$ cat config.mk
export PLATFORM = sky130hd
export DESIGN_NAME = byte_stuffed_frame_decoder_top
export DESIGN_NICKNAME = d
export VERILOG_FILES = /design/src/sv/bsfd_pkg.sv /design/src/sv/bsfd_front.sv /design/src/sv/bsfd_back.sv /design/src/sv/byte_stuffed_frame_decoder_top.sv
export VERILOG_INCLUDE_DIRS = /design/src /design/src/sv
export SDC_FILE = /design/constraint.sdc
export NUM_CORES = 1
export LEC_CHECK = 0
export BUFFER_PORTS_ARGS = -buffer_cell sky130_fd_sc_hd__buf_2
export CAP_MARGIN = 25
export CORE_MARGIN = 4
export CORE_UTILIZATION = 34
export DETAILED_ROUTE_END_ITERATION = 8
export MAX_ROUTING_LAYER = met4
export SLEW_MARGIN = 30
export SYNTH_ARGS = -nofsm -noshare
export SYNTH_HDL_FRONTEND = slang
export SYNTH_SLANG_ARGS = --single-unit
$ cat constraint.sdc
create_clock -name aclk -period 3.3 [get_ports aclk]
set_input_delay 0.33 -clock aclk [delete_from_list [all_inputs] [get_ports aclk]]
set_output_delay 0.33 -clock aclk [all_outputs]
set_load 0.01 [all_outputs]
$ cat src/sv/assert_macros.svh
// Assertion macros shared by the decoder RTL files.
`ifndef ASSERT_MACROS_SVH
`define ASSERT_MACROS_SVH

// Condition must hold at every clock edge outside reset.
`define ASSERT_ALWAYS(label, cond, msg) \
    label: assert property (@(posedge aclk) disable iff (!aresetn) (cond)) else $error(msg);

// Same-cycle implication.
`define ASSERT_IMPLY(label, ante, cons, msg) \
    label: assert property (@(posedge aclk) disable iff (!aresetn) (ante) |-> (cons)) \
        else $error(msg);

// Next-cycle implication.
`define ASSERT_NEXT(label, ante, cons, msg) \
    label: assert property (@(posedge aclk) disable iff (!aresetn) (ante) |=> (cons)) \
        else $error(msg);

`endif

$ cat src/sv/bsfd_pkg.sv
// Shared types and constants for the byte-stuffed frame decoder.
package bsfd_pkg;

    localparam int HEADER_BYTES     = 4;
    localparam int MAX_DATA_DEFAULT = 256;
    localparam int QUEUE_DEPTH      = 2;

    // Framing bytes
    localparam logic [7:0] BYTE_START = 8'h7E;
    localparam logic [7:0] BYTE_STOP  = 8'h7D;
    localparam logic [7:0] BYTE_ESC   = 8'h7C;

    // Codes that follow an escape
    localparam logic [7:0] ESC_CODE_STOP  = 8'h01;
    localparam logic [7:0] ESC_CODE_START = 8'h02;
    localparam logic [7:0] ESC_CODE_ESC   = 8'h03;

    typedef enum logic [1:0] {
        CLS_PLAIN = 2'd0,
        CLS_START = 2'd1,
        CLS_STOP  = 2'd2,
        CLS_ESC   = 2'd3
    } byte_class_t;

    typedef enum logic [1:0] {
        KIND_DATA   = 2'd0,
        KIND_ACCEPT = 2'd1,
        KIND_REJECT = 2'd2
    } kind_t;

    typedef enum logic [3:0] {
        ERR_NONE       = 4'd0,
        ERR_NO_START   = 4'd1,
        ERR_BAD_ESC    = 4'd2,
        ERR_STRAY      = 4'd3,
        ERR_TOO_LONG   = 4'd4,
        ERR_SHORT_HDR  = 4'd5,
        ERR_SIZE_OVER  = 4'd6,
        ERR_LEN_MISMATCH = 4'd7,
        ERR_NO_STOP    = 4'd8
    } err_t;

    // Classified byte as it sits in the queue
    typedef struct packed {
        logic [7:0]  data;
        byte_class_t cls;
        logic        esc_ok;
        logic [7:0]  esc_data;
        logic        eob;
    } item_t;

endpackage

$ cat src/sv/bsfd_front.sv
// Front end: classifies incoming bytes and buffers them in a two-entry queue.
`include "assert_macros.svh"

module bsfd_front import bsfd_pkg::*; (
    input  logic       aclk,
    input  logic       aresetn,
    input  logic       s_tvalid,
    output logic       s_tready,
    input  logic [7:0] s_tdata,   // [7:0] byte_in
    input  logic       s_tlast,   // end_of_buffer
    output logic       head_valid,
    output item_t      head,
    input  logic       pop
);

    localparam int PW = $clog2(QUEUE_DEPTH);
    localparam int CW = $clog2(QUEUE_DEPTH + 1);

    item_t          q_mem [QUEUE_DEPTH];
    logic [PW-1:0]  wr_ptr_reg, wr_ptr_next;
    logic [PW-1:0]  rd_ptr_reg, rd_ptr_next;
    logic [CW-1:0]  q_count_reg, q_count_next;
    item_t          item;
    logic           push;

    // Byte classification and unescape lookup
    always_comb begin
        item.data     = s_tdata;
        item.eob      = s_tlast;
        item.cls      = CLS_PLAIN;
        item.esc_ok   = 1'b1;
        item.esc_data = 8'h00;
        unique case (s_tdata)
            BYTE_START: item.cls = CLS_START;
            BYTE_STOP:  item.cls = CLS_STOP;
            BYTE_ESC:   item.cls = CLS_ESC;
            default:    item.cls = CLS_PLAIN;
        endcase
        unique case (s_tdata)
            ESC_CODE_STOP:  item.esc_data = BYTE_STOP;
            ESC_CODE_START: item.esc_data = BYTE_START;
            ESC_CODE_ESC:   item.esc_data = BYTE_ESC;
            default:        item.esc_ok   = 1'b0;
        endcase
    end

    assign s_tready   = (q_count_reg != CW'(QUEUE_DEPTH));
    assign push       = s_tvalid && s_tready;
    assign head_valid = (q_count_reg != '0);
    assign head       = q_mem[rd_ptr_reg];

    // Pointer and occupancy update
    always_comb begin
        wr_ptr_next  = wr_ptr_reg;
        rd_ptr_next  = rd_ptr_reg;
        q_count_next = q_count_reg;
        if (push) begin
            wr_ptr_next = (wr_ptr_reg == PW'(QUEUE_DEPTH - 1)) ? '0 : wr_ptr_reg + 1'b1;
        end
        if (pop) begin
            rd_ptr_next = (rd_ptr_reg == PW'(QUEUE_DEPTH - 1)) ? '0 : rd_ptr_reg + 1'b1;
        end
        if (push && !pop) begin
            q_count_next = q_count_reg + 1'b1;
        end else if (pop && !push) begin
            q_count_next = q_count_reg - 1'b1;
        end
    end

    always_ff @(posedge aclk) begin
        if (!aresetn) begin
            wr_ptr_reg  <= '0;
            rd_ptr_reg  <= '0;
            q_count_reg <= '0;
        end else begin
            wr_ptr_reg  <= wr_ptr_next;
            rd_ptr_reg  <= rd_ptr_next;
            q_count_reg <= q_count_next;
        end
    end

    // Queue storage
    always_ff @(posedge aclk) begin
        if (push) begin
            q_mem[wr_ptr_reg] <= item;
        end
    end

    `ASSERT_ALWAYS(a_q_no_overflow, q_count_reg <= CW'(QUEUE_DEPTH), "queue overfilled")
    `ASSERT_IMPLY(a_q_no_underflow, pop, q_count_reg != '0, "pop from empty queue")

endmodule

$ cat src/sv/bsfd_back.sv
// Back end: frame state machine, header checks and the result register.
`include "assert_macros.svh"

module bsfd_back import bsfd_pkg::*; #(
    parameter int MAX_DATA = MAX_DATA_DEFAULT
) (
    input  logic        aclk,
    input  logic        aresetn,
    input  logic        cfg_valid,
    output logic        cfg_ready,
    input  logic        cfg_data,
    input  logic        head_valid,
    input  item_t       head,
    output logic        pop,
    output logic        m_tvalid,
    input  logic        m_tready,
    output logic [23:0] m_tdata,  // [7:0] data_byte, [16:8] frame_length, [20:17] error_code
    output logic [1:0]  m_tuser   // [1:0] kind
);

    localparam int LIMIT = HEADER_BYTES + MAX_DATA;
    localparam int CW    = $clog2(LIMIT + 1);

    typedef enum logic [1:0] {
        PH_START = 2'd0,
        PH_IN    = 2'd1,
        PH_ESC   = 2'd2,
        PH_DONE  = 2'd3
    } phase_t;

    phase_t         phase_reg, phase_next;
    logic [CW-1:0]  count_reg, count_next;
    logic [15:0]    size_reg, size_next;
    logic           check_header_reg, check_header_next;
    logic           out_valid_reg, out_valid_next;
    kind_t          kind_reg, kind_next;
    logic [7:0]     data_reg, data_next;
    logic [8:0]     len_reg, len_next;
    err_t           err_reg, err_next;

    logic           have;
    logic           do_take;
    logic [7:0]     take_byte;
    err_t           stop_err;

    assign cfg_ready = 1'b1;
    assign pop       = head_valid && (!out_valid_reg || m_tready);

    // Header check applied at the stop byte
    always_comb begin
        stop_err = ERR_NONE;
        if (check_header_reg) begin
            if (count_reg < CW'(HEADER_BYTES)) begin
                stop_err = ERR_SHORT_HDR;
            end else if (size_reg > 16'(MAX_DATA)) begin
                stop_err = ERR_SIZE_OVER;
            end else if (17'(count_reg) != (17'(HEADER_BYTES) + {1'b0, size_reg})) begin
                stop_err = ERR_LEN_MISMATCH;
            end
        end
    end

    // Per-byte decode step
    always_comb begin
        phase_next = phase_reg;
        count_next = count_reg;
        size_next  = size_reg;
        have       = 1'b0;
        kind_next  = KIND_DATA;
        data_next  = 8'h00;
        len_next   = 9'h000;
        err_next   = ERR_NONE;
        do_take    = 1'b0;
        take_byte  = head.data;

        if (pop) begin
            unique case (phase_reg)
                PH_START: begin
                    if (head.cls == CLS_START) begin
                        phase_next = PH_IN;
                        count_next = '0;
                        size_next  = '0;
                    end else begin
                        have       = 1'b1;
                        kind_next  = KIND_REJECT;
                        err_next   = ERR_NO_START;
                        phase_next = PH_DONE;
                    end
                end
                PH_IN: begin
                    case (head.cls)
                        CLS_ESC:   phase_next = PH_ESC;
                        CLS_START: begin
                            have       = 1'b1;
                            kind_next  = KIND_REJECT;
                            err_next   = ERR_STRAY;
                            phase_next = PH_DONE;
                        end
                        CLS_STOP: begin
                            have       = 1'b1;
                            phase_next = PH_DONE;
                            if (stop_err == ERR_NONE) begin
                                kind_next = KIND_ACCEPT;
                                len_next  = 9'(count_reg);
                            end else begin
                                kind_next = KIND_REJECT;
                                err_next  = stop_err;
                            end
                        end
                        default: do_take = 1'b1;
                    endcase
                end
                PH_ESC: begin
                    if (!head.esc_ok) begin
                        have       = 1'b1;
                        kind_next  = KIND_REJECT;
                        err_next   = ERR_BAD_ESC;
                        phase_next = PH_DONE;
                    end else begin
                        phase_next = PH_IN;
                        do_take    = 1'b1;
                        take_byte  = head.esc_data;
                    end
                end
                PH_DONE: begin
                end
                default: begin
                end
            endcase

            // Store one decoded byte, or fail on the length limit
            if (do_take) begin
                have = 1'b1;
                if (count_reg >= CW'(LIMIT)) begin
                    kind_next  = KIND_REJECT;
                    err_next   = ERR_TOO_LONG;
                    phase_next = PH_DONE;
                end else begin
                    if (count_reg == CW'(2)) begin
                        size_next[7:0] = take_byte;
                    end
                    if (count_reg == CW'(3)) begin
                        size_next[15:8] = take_byte;
                    end
                    count_next = count_reg + 1'b1;
                    kind_next  = KIND_DATA;
                    data_next  = take_byte;
                end
            end

            // Buffer end: an open frame turns into a missing-stop error
            if (head.eob) begin
                if (phase_next == PH_IN || phase_next == PH_ESC) begin
                    have      = 1'b1;
                    kind_next = KIND_REJECT;
                    data_next = 8'h00;
                    len_next  = 9'h000;
                    err_next  = ERR_NO_STOP;
                end
                phase_next = PH_START;
                count_next = '0;
                size_next  = '0;
            end
        end
    end

    assign check_header_next = (cfg_valid && cfg_ready) ? cfg_data : check_header_reg;

    // Output slot frees on a transfer; loads on a decode step with a result
    always_comb begin
        out_valid_next = out_valid_reg;
        if (!out_valid_reg || m_tready) begin
            out_valid_next = pop && have;
        end
    end

    always_ff @(posedge aclk) begin
        if (!aresetn) begin
            phase_reg        <= PH_START;
            count_reg        <= '0;
            size_reg         <= '0;
            check_header_reg <= 1'b1;
            out_valid_reg    <= 1'b0;
        end else begin
            phase_reg        <= phase_next;
            count_reg        <= count_next;
            size_reg         <= size_next;
            check_header_reg <= check_header_next;
            out_valid_reg    <= out_valid_next;
        end
        if (pop && have) begin
            kind_reg <= kind_next;
            data_reg <= data_next;
            len_reg  <= len_next;
            err_reg  <= err_next;
        end
    end

    assign m_tvalid = out_valid_reg;
    assign m_tuser  = kind_reg;
    assign m_tdata  = {3'b000, err_reg, len_reg, data_reg};

    `ASSERT_ALWAYS(a_count_limit, count_reg <= CW'(LIMIT), "decoded count beyond limit")
    `ASSERT_IMPLY(a_data_clean, out_valid_reg && kind_reg == KIND_DATA,
                  len_reg == 9'h000 && err_reg == ERR_NONE, "data result carries status fields")
    `ASSERT_NEXT(a_eob_restart, pop && head.eob, phase_reg == PH_START && count_reg == '0,
                 "buffer end did not restart framing")

endmodule

$ cat src/sv/byte_stuffed_frame_decoder_top.sv
// Top level of the byte-stuffed frame decoder: front classifier, queue and back-end decoder.
// A byte transferred in is written to the queue; when the result register is free it is popped
// and decoded, and its result, if it has one, is registered there and shown on m_tvalid.
// Throughput: one byte per cycle sustained while m_tready does not hold off results; the two-entry
// queue and the result register let input and output stall independently.
// Reset: aresetn (synchronous, low) empties queue and result slot; framing restarts, check_header 1.
module byte_stuffed_frame_decoder_top import bsfd_pkg::*; #(
    parameter int MAX_DATA = MAX_DATA_DEFAULT
) (
    input  logic        aclk,
    input  logic        aresetn,
    input  logic        s_tvalid,
    output logic        s_tready,
    input  logic [7:0]  s_tdata,   // [7:0] byte_in
    input  logic        s_tlast,   // end_of_buffer
    output logic        m_tvalid,
    input  logic        m_tready,
    output logic [23:0] m_tdata,   // [7:0] data_byte, [16:8] frame_length, [20:17] error_code
    output logic [1:0]  m_tuser,   // [1:0] kind
    input  logic        cfg_valid,
    output logic        cfg_ready,
    input  logic        cfg_data   // check_header
);

    logic  head_valid;
    item_t head;
    logic  pop;

    bsfd_front u_front (
        .aclk       (aclk),
        .aresetn    (aresetn),
        .s_tvalid   (s_tvalid),
        .s_tready   (s_tready),
        .s_tdata    (s_tdata),
        .s_tlast    (s_tlast),
        .head_valid (head_valid),
        .head       (head),
        .pop        (pop)
    );

    bsfd_back #(
        .MAX_DATA (MAX_DATA)
    ) u_back (
        .aclk       (aclk),
        .aresetn    (aresetn),
        .cfg_valid  (cfg_valid),
        .cfg_ready  (cfg_ready),
        .cfg_data   (cfg_data),
        .head_valid (head_valid),
        .head       (head),
        .pop        (pop),
        .m_tvalid   (m_tvalid),
        .m_tready   (m_tready),
        .m_tdata    (m_tdata),
        .m_tuser    (m_tuser)
    );

endmodule

==> impl_metrics.ini, run 1 <==
[global_routing]
grt_start_max_net_pins = 36
grt_pass1_wl_mm = 18.1
grt_overflow = 0
grt_usage_pct = 14.9
grt_pass1_vias = 3483
antenna_found_initial = 0

[sta]
tns_ps = 0
skew_ps = 6.59
worst_pin_slew_ps = 700
finalCritPeriodShare_pct = 94.8
slew_viol_final = 0
slew_headroom_pct = 53.0
hold_violations = 0
layout_min_cycle_time_ps = 3130
fmax_mhz = 320
rsz0062_at_grt = no
finalSetupViolations = 0

[detailed_routing]
drtAntennaViolNets = 0
num_vias = 3510
viasPerCell = 5.35
drc = 0
postRouteWirelength_mm = 10.9
first_pass_iters = 5
drt_iter0_markers = 275
wl_per_cell_um = 16.5

[floorplan]
num_rows = 42
die_h_um = 125
io_pins = 44
dieArea_um2 = 15500
initial_utilization_pct = 34.8
fp.dieW_um = 125
core_area_um2 = 13300

[synth]
yosysTopAreaCellShare_pct = 33.1
yosysMostFrequentCell = edfxtp_1
ys_seq_elements = 85
ys_warn_count = 0
ys.flop_type = edfxtp_1
ys_types = 68
async_flop_share_pct = 0
synth_edf_count = 51
synth.avg_cell_area_um2 = 10.5
syn_area_um2 = 4620
yosysTopAreaCell = edfxtp_1
ys_seq_area_share_pct = 47.9
synth_common_cells = edfxtp_1 (51), dfxtp_1 (34), nand2_1 (32), nor2_1 (24), nor2b_1 (24)
syn_inst = 439
synth_area_leaders = edfxtp_1 (33%), dfxtp_1 (15%), ha_1 (3.8%), nor2b_1 (3.2%), mux2i_1 (2.6%)

[clock_network]
cts_tree = done
worstSkewPairLatency_ps = 340
cts_setup_buffers = 0
cts_buffer_depth = 2
cts.clk_slew.worst_paths_ps = 60
numCtsBuffers = 9
cts-root-buf = clkbuf_16
cts_resized = 0
cts-htree-levels = 3
clock_sinks = 85
holdBufCountCts = 0

[setup_path]
crit_type = reg2reg
end_kind = flip-flop
crit_arrival_ps = 3180
start_kind = flip-flop
cp.required_ps = 3350
reg2reg_slack_ps = 170
crit_fanout = 20

[place]
gp_congestion = 0.881
port-buffer-count = 39
dp_hpwl_mm = 7.92

[cells_and_area]
num_antenna_cells = 0
largest_reg_flops = 28
utilization_pct = 40.1
fillCellCount = 1295
syn2layout_area_growth_pct = 15.4
drive_above_1_share_pct = 19.2
fin_nets = 504

[power]
leakage_nw = 1.88
powerDensity_nw_per_um2 = 755
peakVddDrop_v = 0.000430

[job]
drv_cap = 0

[status]
status = finished clean

[worst_hold_path]
hp-class = in2reg
-- cell usage in the layout (no fill, tap or decap), types with 9 or more instances in the layout --
cell / synthesis / layout
a21oi_1: 21 / 21
a22oi_1: 15 / 15
and3_1: 12 / 12
buf_2: 4 / 39
clkbuf_16: 0 / 9
dfxtp_1: 34 / 34
edfxtp_1: 51 / 51
ha_1: 14 / 14
inv_1: 14 / 14
mux2i_1: 12 / 11
nand2_1: 32 / 32
nand3_1: 18 / 18
nor2_1: 24 / 24
nor2b_1: 24 / 24
nor3_1: 11 / 11
o21ai_0: 15 / 15
xnor2_1: 10 / 10
-- per-layer routing --
layer  up-vias  wire length [um]  GRT usage [%]
met5         -                 0              -
met4         0               289           5.93
met3        27               611           3.99
met2       107              4820           22.4
met1      1685              5130           19.1
li1       1691                 -              -
-- kinds of logic after synthesis --
family / synth area share [%]
and+or+nand+nor: 22.0
AOI/OAI and AO/OA: 15.0
DFF: 47.9
buffers and inverters: 4.17
muxes: 4.39
adders and majority gates: 3.79
xor gates and xnor gates: 2.65
other: 0.163
-- path summary, 6_finish.rpt --
check,cells after the start,startpoint,to
min reg2reg,2,u_back.phase_reg[0],u_back.phase_reg[0]
max,8,flip-flop,u_back.err_reg[0]
max reg2reg,8,flip-flop,u_back.err_reg[0]
min,1,s_tlast,u_front.q_mem[1][0]
-- where the power goes --
part | switching [W] | internal, W
combinational | 0.000879 | 0.000504
clock | 0.000448 | 0.000682
sequential | 0.0000931 | 0.00142
-- worst max-delay path: stages (launching register included) --
cell and delay [ps]:
dfxtp_1 510, mux2i_1 410, ha_1 250, nor2b_1 70, a2111oi_0 570, a221oi_2 140, mux2_4 400, a21oi_4 260
buf_12 210
-- metrics by stage --
stage	cell area, um^2	hold slack (ps)	std cells	worst slack, ps	total power [W]
final	5330	176	656	171	0.00403
after global routing	5330	172	656	25.1	0.00428
after CTS	5330	168	656	228	0.00406
after detailed placement	4990	502	640	234	0.00292
after global placement	4990	490	640	392	0.00288
after floorplan	4630	429	441	6.99	0.00241
-- final cells by class --
type	instances	area [um^2]	area share, %
inverter	15	56.3	1.06
multi-input combinational	316	2230	41.8
sequential	85	2210	41.5
clock buffer	9	225	4.22
timing repair buffer	48	275	5.16
clock inverter	7	115	2.16
tap	176	220	4.13
(Power assumes the default switching activity.)
==> inputs of run 2 (changes only) <==
- CORE_MARGIN: 4 -> default
- SLEW_MARGIN: 30 -> 20
==> impl_metrics.ini, run 2 (synthesis results as in run 1) <==
[cells_and_area]
final-seq-area_um2 = 2210
fillCellCount = 1320
multiInputGateArea_um2 = 2230
mostFrequentLayoutCell = edfxtp_1
layout_common_cells = edfxtp_1 (51), buf_2 (40), dfxtp_1 (33)
syn2layout_area_growth_pct = 14.1
drive_above_1_share_pct = 19.5
num_antenna_cells = 0
fin_nets = 506
largest_reg_flops = 28

[global_routing]
busiest_layer = met2
met2_usage_pct = 25.0
use_met1_pct = 19.4
grt_usage_pct = 15.8
met3_usage_pct = 3.91
grt_pass1_vias = 3394
grt_overflow = 0
antenna_found_initial = 0
grt_pass1_wl_mm = 16.9
grt_start_max_net_pins = 36

[floorplan]
num_rows = 42
initial_utilization_pct = 34.9
io_pins = 44
dieArea_um2 = 14100
core_area_um2 = 13200
die_h_um = 119
fp.dieW_um = 119

[clock_network]
cts-root-buf = clkbuf_16
cts-htree-levels = 3
cts_setup_buffers = 0
worstSkewPairLatency_ps = 340
numCtsBuffers = 9
cts.clk_slew.worst_paths_ps = 60
clock_sinks = 85
holdBufCountCts = 0
cts_resized = 0
cts_buffer_depth = 2
cts_tree = done

[sta]
hold_violations = 0
skew_ps = 4.72
slew_headroom_pct = 52.0
worst_pin_slew_ps = 716
tns_ps = 0
fmax_mhz = 328
finalSetupViolations = 0
slew_viol_final = 0
rsz0062_at_grt = no
layout_min_cycle_time_ps = 3050
timing.hold.ws_ps = 175
finalCritPeriodShare_pct = 92.4

[setup_path]
start_kind = flip-flop
reg2reg_slack_ps = 250
crit_arrival_ps = 3100
end_kind = flip-flop
rr_endpoint = u_back.len_reg[8]
r2r_cells = 9
crit_type = reg2reg
endpoint = u_back.len_reg[8]
crit_fanout = 10
cp.required_ps = 3350

[detailed_routing]
viasPerCell = 5.31
postRouteWirelength_mm = 10.3
drc = 0
first_pass_iters = 5
wl_per_cell_um = 15.6
drt_iter0_markers = 236
num_vias = 3494
drtAntennaViolNets = 0

[power]
leakage_nw = 1.86
peakVddDrop_v = 0.000354
finalPower_w = 0.00379
powerDensity_nw_per_um2 = 719

[place]
port-buffer-count = 39
gp_congestion = 0.877
dp_hpwl_mm = 7.59

[status]
status = finished clean

[worst_hold_path]
hp-class = in2reg

[job]
drv_cap = 0
run 2: cell count changes in the layout (fill, tap and decap cells not counted), sizes merged:
cell,delta
inv,+1
clkinvlp,-1
buf,+2
bufinv,-2
clkinv,+2
run 2: area by class of cell:
| cell class | instances | share of cell area (%) |
|---|---|---|
| Inverter | 15 | 1.07 |
| Tap cell | 176 | 4.18 |
| Timing Repair Buffer | 50 | 5.22 |
| Clock buffer | 9 | 4.27 |
| Clock inverter | 7 | 1.04 |
| Multi-Input combinational cell | 316 | 42.3 |
| Sequential cell | 85 | 42.0 |
run 2: where the power goes:
part           internal, W  switching, W
Clock             0.000520      0.000428
Combinational     0.000482      0.000855
Sequential         0.00142     0.0000856
run 2: how the worst min path moves through the flow:
stage	from	to	slack [ps]	cells after the start
4_1_cts	s_tlast	u_front.q_mem[1][0]	170	1
5_1_grt	s_tlast	u_front.q_mem[0][0]	170	1
6_report	s_tlast	u_front.q_mem[1][0]	180	1
2_1_floorplan	s_tlast	u_front.q_mem[0][0]	430	0
3_3_place_gp	u_front.q_count_reg[1]	u_front.q_count_reg[1]	490	2
3_5_place_dp	u_back.phase_reg[0]	u_back.phase_reg[0]	510	2
run 2: stage by stage:
| step | util, % | std cells | instance area (um^2) | setup slack [ps] |
|---|---|---|---|---|
| after global placement | 37.7 | 641 | 4990 | 287 |
| after floorplan | - | 441 | 4630 | 6.99 |
| final | 39.8 | 658 | 5270 | 250 |
| after CTS | 39.8 | 658 | 5270 | 156 |
| after global routing | 39.8 | 658 | 5270 | 62.5 |
| after detailed placement | 37.7 | 642 | 4990 | 143 |
run 2: critical path, cell delays in order (launching register included):
cell      delay (ps)
dfxtp_2          420
mux2i_2          320
inv_1             80
ha_1             220
nor2b_1          220
a21oi_1          120
a221oi_2         410
mux2_4           400
a21oi_4          320
buf_4            250
run 2: layer usage:
metal / vias to the layer above / wire length (um) / part of all wire (%)
met1: 1656 / 4500 / 44
li1: 1690 / - / -
met5: - / 0 / 0
met3: 19 / 736 / 7.2
met4: 0 / 223 / 2.2
met2: 129 / 4820 / 47
==> inputs of run 3 (changes only) <==
- CORE_ASPECT_RATIO: default -> 0.6
==> impl_metrics.ini, run 3 (synthesis results as in run 1) <==
[detailed_routing]
drc = 0
drt_iter0_markers = 353
num_vias = 3563
viasPerCell = 5.46
wl_per_cell_um = 17.1
postRouteWirelength_mm = 11.2
drtAntennaViolNets = 0
first_pass_iters = 8

[worst_hold_path]
hp-class = in2reg

[floorplan]
die_h_um = 92.3
io_pins = 44
fp.dieW_um = 153
core_area_um2 = 13100
initial_utilization_pct = 35.4
dieArea_um2 = 14100
num_rows = 32

[power]
leakage_nw = 1.90
peakVddDrop_v = 0.000276
powerDensity_nw_per_um2 = 761

[place]
gp_congestion = 0.882
port-buffer-count = 39
dp_hpwl_mm = 8.24
post-place-cells = 637

[cells_and_area]
fillCellCount = 1254
layout_common_cells = edfxtp_1 (51), buf_2 (39), dfxtp_1 (34)
stdcell_count = 653
fin_nets = 507
mostFrequentLayoutCell = edfxtp_1
largest_reg_flops = 28
num_antenna_cells = 0
drive_above_1_share_pct = 19.7
syn2layout_area_growth_pct = 15.7

[clock_network]
worstSkewPairLatency_ps = 350
numCtsBuffers = 9
cts_tree = done
cts-root-buf = clkbuf_16
cts_buffer_depth = 2
clock_sinks = 85
cts-htree-levels = 3
cts_resized = 0
cts_setup_buffers = 0
holdBufCountCts = 0
cts.clk_slew.worst_paths_ps = 70

[global_routing]
grt_pass1_vias = 3247
antenna_found_initial = 0
grt_pass1_wl_mm = 18.2
grt_usage_pct = 17.5
grt_start_max_net_pins = 36
grt_overflow = 0

[sta]
tns_ps = 0
fmax_mhz = 335
rsz0062_at_grt = no
hold_violations = 0
slew_viol_final = 0
worst_pin_slew_ps = 792
finalCritPeriodShare_pct = 90.5
skew_ps = 7.88
layout_min_cycle_time_ps = 2990
finalSetupViolations = 0
slew_headroom_pct = 47.2

[setup_path]
crit_fanout = 16
end_kind = flip-flop
crit_type = reg2reg
crit_arrival_ps = 3020
cp.required_ps = 3330
start_kind = flip-flop

[job]
drv_cap = 0

[status]
status = finished clean
## run 3: worst paths after layout
kind	from	to	slack (ps)	cells past startpoint
hold reg to reg	u_back.phase_reg[0]	u_back.phase_reg[0]	510	2
setup / recovery	flip-flop	u_back.len_reg[7]	310	9
hold / removal	s_tlast	u_front.q_mem[1][0]	170	1
setup reg to reg	flip-flop	u_back.len_reg[7]	310	9
## run 3: metrics by stage
stage | utilization (%) | total power, W | hold WS (ps) | cell area, um^2 | setup WS (ps)
floorplan | - | 0.00241 | 429 | 4630 | 6.99
global placement | 38.3 | 0.00287 | 492 | 4990 | 450
detailed placement | 38.3 | 0.00289 | 505 | 4990 | 348
CTS | 41.0 | 0.00409 | 165 | 5350 | 324
global route | 41.0 | 0.00431 | 161 | 5350 | 107
finish | 41.0 | 0.00407 | 167 | 5350 | 314
## run 3: where the power goes
group / internal [W] / total [W] / leakage [nW] / switching, W
Clock: 0.000751 / 0.00120 / 0.173 / 0.000446
Sequential: 0.00142 / 0.00151 / 0.764 / 0.0000883
Combinational: 0.000488 / 0.00136 / 0.963 / 0.000877
Total: 0.00266 / 0.00407 / 1.90 / 0.00141
## run 3: routing by layer
layer | GRT usage [%] | wire length (um) | vias up | share of wire (%)
li1 | - | - | 1702 | -
met1 | 26.7 | 6110 | 1729 | 55
met2 | 22.5 | 4280 | 119 | 38
met3 | 4.02 | 696 | 13 | 6.2
met4 | 4.46 | 99 | 0 | 0.89
met5 | - | 0 | - | 0
## run 3: layout make-up
type	count	area, um^2	area share, %
multi-input cells	316	2230	41.7
flip-flops and latches	85	2210	41.4
clock buffers	9	225	4.21
clock inverters	7	128	2.39
repair buffers	51	285	5.34
inverters	15	56.3	1.05
well taps	170	213	3.98
## run 3: critical path, stage by stage, from the launching register on
cell and delay (ps):
dfxtp_1 400, mux2i_2 330, inv_1 80, ha_1 280, nor2b_1 230, a21oi_1 110, a221oi_2 400, mux2_4 400
a21oi_4 160, buf_4 270
